[config.mk]
export PLATFORM = sky130hd
export DESIGN_NAME = ncs_ctrl
export DESIGN_NICKNAME = d
export VERILOG_FILES = /design/src/sv/ncs_pkg.sv /design/src/sv/ncs_ctrl.sv
export SDC_FILE = /design/constraint.sdc
export NUM_CORES = 1
export LEC_CHECK = 0
export BUFFER_PORTS_ARGS = -buffer_cell sky130_fd_sc_hd__buf_2
export CAP_MARGIN = 20
export CORE_AREA = 2 2 39 41
export CTS_CLUSTER_SIZE = 25
export DETAILED_ROUTE_END_ITERATION = 6
export DIE_AREA = 0 0 41 43
export MAX_ROUTING_LAYER = met4
export PLACE_DENSITY = 0.43
export REMOVE_ABC_BUFFERS = 1
export SLEW_MARGIN = 20
export SYNTH_ARGS = -nofsm -noshare
export SYNTH_HDL_FRONTEND = slang
export SYNTH_SLANG_ARGS = --single-unit
[constraint.sdc]
create_clock -name clk -period 4.86 [get_ports clk]
set_clock_uncertainty 0.1 [all_clocks]
set_input_delay 0.243 -clock clk [delete_from_list [all_inputs] [get_ports clk]]
set_output_delay 0.243 -clock clk [all_outputs]
set_load 0.01 [all_outputs]
[src/sv/ncs_pkg.sv]
// Shared types, constants and codes of the nearest crystal search block.
package ncs_pkg;

  // Fixed field widths
  localparam int COORD_WIDTH   = 16;
  localparam int INDEX_WIDTH   = 10;
  localparam int COUNT_WIDTH   = 11;
  localparam int MAXD_WIDTH    = 16;
  localparam int SQ_WIDTH      = 2 * COORD_WIDTH;
  localparam int DIST_WIDTH    = SQ_WIDTH + 2;
  localparam int LIMIT_WIDTH   = 2 * MAXD_WIDTH;
  localparam int ENTRY_WIDTH   = 3 * COORD_WIDTH;
  localparam int MAX_CRYSTALS_DEF = 1024;

  // APB address map
  localparam int CFG_ADDR_WIDTH = 3;
  localparam int CFG_DATA_WIDTH = 32;

  // Register indexes
  localparam logic REG_CRYSTAL_COUNT = 1'b0;
  localparam logic REG_MAX_DISTANCE  = 1'b1;

  // Operation codes
  localparam logic OP_LOAD  = 1'b0;
  localparam logic OP_QUERY = 1'b1;

  typedef struct packed {
    logic                           operation;
    logic [INDEX_WIDTH-1:0]         entry_index;
    logic signed [COORD_WIDTH-1:0]  pos_x;
    logic signed [COORD_WIDTH-1:0]  pos_y;
    logic signed [COORD_WIDTH-1:0]  pos_z;
  } ncs_in_t;

  typedef struct packed {
    logic [INDEX_WIDTH-1:0] crystal_index;
    logic                   matched;
  } ncs_out_t;

  typedef enum logic [1:0] {
    ST_IDLE,
    ST_SCAN,
    ST_DRAIN,
    ST_REPORT
  } ncs_state_t;

  // Controller to datapath
  typedef struct packed {
    logic load_we;
    logic query_start;
    logic issue;
    logic report;
  } ncs_cmd_t;

  // Datapath to controller
  typedef struct packed {
    logic scan_empty;
    logic scan_last;
    logic pipe_busy;
  } ncs_stat_t;

endpackage

[src/sv/ncs_ctrl.sv]
// Sequencer of the nearest crystal search: accepts beats and steps a query scan.
module ncs_ctrl
  import ncs_pkg::*;
(
  input  logic      clk,
  input  logic      rst_n,
  input  logic      start,
  input  logic      op,
  input  ncs_stat_t stat,
  output logic      busy,
  output ncs_cmd_t  cmd
);

  ncs_state_t state_r, state_nxt;

  always_ff @(posedge clk) begin
    if (!rst_n) begin
      state_r <= ST_IDLE;
    end else begin
      state_r <= state_nxt;
    end
  end

  // Next state
  always_comb begin
    state_nxt = state_r;
    case (state_r)
      ST_IDLE: begin
        if (start && op == OP_QUERY) state_nxt = ST_SCAN;
      end
      ST_SCAN: begin
        if (stat.scan_empty)     state_nxt = ST_REPORT;
        else if (stat.scan_last) state_nxt = ST_DRAIN;
      end
      ST_DRAIN: begin
        if (!stat.pipe_busy) state_nxt = ST_REPORT;
      end
      ST_REPORT: begin
        state_nxt = ST_IDLE;
      end
      default: begin
        state_nxt = ST_IDLE;
      end
    endcase
  end

  // Commands
  always_comb begin
    cmd  = '0;
    busy = 1'b1;
    case (state_r)
      ST_IDLE: begin
        busy            = 1'b0;
        cmd.load_we     = start && op == OP_LOAD;
        cmd.query_start = start && op == OP_QUERY;
      end
      ST_SCAN: begin
        cmd.issue = !stat.scan_empty;
      end
      ST_DRAIN: begin
        cmd = '0;
      end
      ST_REPORT: begin
        cmd.report = 1'b1;
      end
      default: begin
        cmd = '0;
      end
    endcase
  end

endmodule

==> impl_metrics.env <==
export IMPL_areaGrowthSynthToFinish_pct=46.2
export IMPL_synth_edf_count=0
export IMPL_syn_avg_cell_area_um2=8.46
export IMPL_fp_dieH_um=43
export IMPL_worstSkewPairLatency_ns=0.22
export IMPL_crit_arrival_ns=1.74
export IMPL_post_cts_buffers=0
export IMPL_port_buffers=11
export IMPL_worst_slew_pin_slew_ns=0.511
export IMPL_ff2ff_setup_slack_ns=3.17
export IMPL_core_um2=1380
export IMPL_largest_reg_flops=2
export IMPL_drc=0
export IMPL_start_kind="flip-flop"
export IMPL_fin_setup_tns_ns=0
export IMPL_largest_registers="state_r x2"
export IMPL_postSynthCellCount=25
export IMPL_clk_pin_slew_ns=0.03
export IMPL_reg2reg_to="state_r[0]"
export IMPL_grt_pass1_vias=198
export IMPL_cts_sinks=2
export IMPL_cts_tree="done"
export IMPL_critPathCapture="state_r[0]"
export IMPL_antenna_cells=0
export IMPL_slew_viol_final=0
export IMPL_vias=205
export IMPL_period_minus_slack_ns=1.69
export IMPL_fin_crit_sh=0.348
export IMPL_leakagePower_nw=0.180
export IMPL_cts_buffers_inserted=3
export IMPL_fillers=156
export IMPL_syn_area_um2=211
export IMPL_timing_rr_start="state_r[1]"
export IMPL_rsz0062_at_grt="false"
export IMPL_yosysSeqAreaShare=0.189
export IMPL_setup_viol=0
export IMPL_crit_path_max_fanout=5
export IMPL_ys_ff_latch=2
export IMPL_synth_distinct_cells=12
export IMPL_path_class="reg -> reg"
export IMPL_dieArea_um2=1760
export IMPL_end_kind="flip-flop"
export IMPL_slew_limit_headroom=0.659
export IMPL_hold_violations=0
export IMPL_cts_hold_buf=0
export IMPL_track_usage=0.0719
export IMPL_postLayoutSetupSlackWorst_ns=3.17
export IMPL_vdd_ir_drop_max_mv=0.176
export IMPL_cts_root_buf="clkbuf_4"
export IMPL_dieWidth_um=41
export IMPL_drt_total_wl_um=464
export IMPL_fp_row_count=14
export IMPL_crit_start="state_r[1]"
export IMPL_synth_warnings=0
export IMPL_drt_iter0_drc=3
export IMPL_cts_resized=0
export IMPL_antenna_found_initial=0
export IMPL_timing_max_cap_violations=0
export IMPL_synth_top_cell_area_share=0.296
export IMPL_ys_flop_type="dfxtp_1"
export IMPL_viasPerCell=3.73
export IMPL_netlist_top_cells_count="5 x ha_1, 5 x nand2_1, 4 x inv_1"
export IMPL_largest_register="state_r"
export IMPL_grt_max_degree=7
export IMPL_clock_path_buffers=2
export IMPL_grt_pass1_wl_um=793
export IMPL_hold_class="in -> reg"
export IMPL_final_layout_size_suffix_gt1_frac=0.410
export IMPL_synth_async_reset_ratio=0
export IMPL_wl_per_cell_um=8.44
export IMPL_nets=53
export IMPL_required_ns=4.90
export IMPL_fmax_mhz=591
export IMPL_io_pins=12
export IMPL_cts_max_level=1
export IMPL_initial_core_util=0.153
export IMPL_firstDrtPassIters=5
export IMPL_status="completed"
export IMPL_yosys_top_cells_area="ha_1 30%, dfxtp_1 19%, mux2i_1 9.5%"
export IMPL_synth_top_cell_by_area="ha_1"
export IMPL_pre_cts_ws_ns=3.14
export IMPL_drtAntennaViolNets=0
export IMPL_overflow=0
export IMPL_reg2regPathDepth=5
export IMPL_power_density_nw_per_um2=482
export IMPL_whs_ns=0.219
export IMPL_gp_congestion=0.606
-- layer usage --
layer  up-vias  wire length (µm)  track usage
met2         6               221       0.0844
met4         0                 0       0.0800
li1        111                 -            -
met5         -                 0            -
met3         0                31       0.0157
met1        88               212       0.0895
-- per-stage QoR --
stage	cell area [µm²]	std cells	util	power (W)
floorplan	211	25	-	0.0000884
global placement	287	52	0.207	0.000115
detailed placement	287	52	0.207	0.000115
CTS	309	55	0.223	0.000154
global route	309	55	0.223	0.000169
finish	309	55	0.223	0.000149
-- cell families after synthesis --
family	Yosys count	synth area share
adder cells (fa/ha/maj)	5	0.296
AND/OR/NAND/NOR	10	0.266
multiplexers	2	0.0947
buffers and inverters	4	0.0710
flip-flops	2	0.189
AO/OA/AOI/OAI	2	0.0829
-- power breakdown --
part | switching [W] | internal (W)
registers | 0.00000884 | 0.0000235
logic | 0.0000414 | 0.0000391
clock network | 0.00000907 | 0.0000272
-- cells in the final DEF, fill, tap and decap left out --
cell,Yosys,final
a222oi_1,1,1
and3_1,1,1
and3_2,1,1
buf_2,0,11
clkbuf_4,0,3
dfxtp_1,2,2
ha_1,5,5
inv_1,4,4
mux2i_1,2,2
nand2_1,5,5
nor2_1,1,1
nor2b_1,1,1
nor2b_4,1,1
o31ai_1,1,1
-- layout make-up --
class | instances | area [µm²] | area share
Multi-Input combinational cell | 19 | 156 | 0.506
Timing Repair Buffer | 11 | 55.1 | 0.178
Sequential cell | 2 | 40.0 | 0.130
Clock buffer | 3 | 22.5 | 0.0729
Tap cell | 16 | 20.0 | 0.0648
Inverter | 4 | 15.0 | 0.0486
-- critical path, cell delays in order (launching register included) --
cell	delay, ns
dfxtp_1	0.38
inv_1	0.10
ha_1	0.20
nor2b_4	0.12
a222oi_1	0.46
mux2i_1	0.26
-- worst min path at each step --
stage	to	slack, ns	from	cells past startpoint
floorplan	state_r[1]	0.29	rst_n	2
global route	state_r[1]	0.25	rst_n	3
detailed placement	state_r[1]	0.41	state_r[1]	2
CTS	state_r[1]	0.21	rst_n	3
finish	state_r[1]	0.22	rst_n	3
global placement	state_r[1]	0.41	state_r[1]	2
Power figures use the tool's default switching activity.
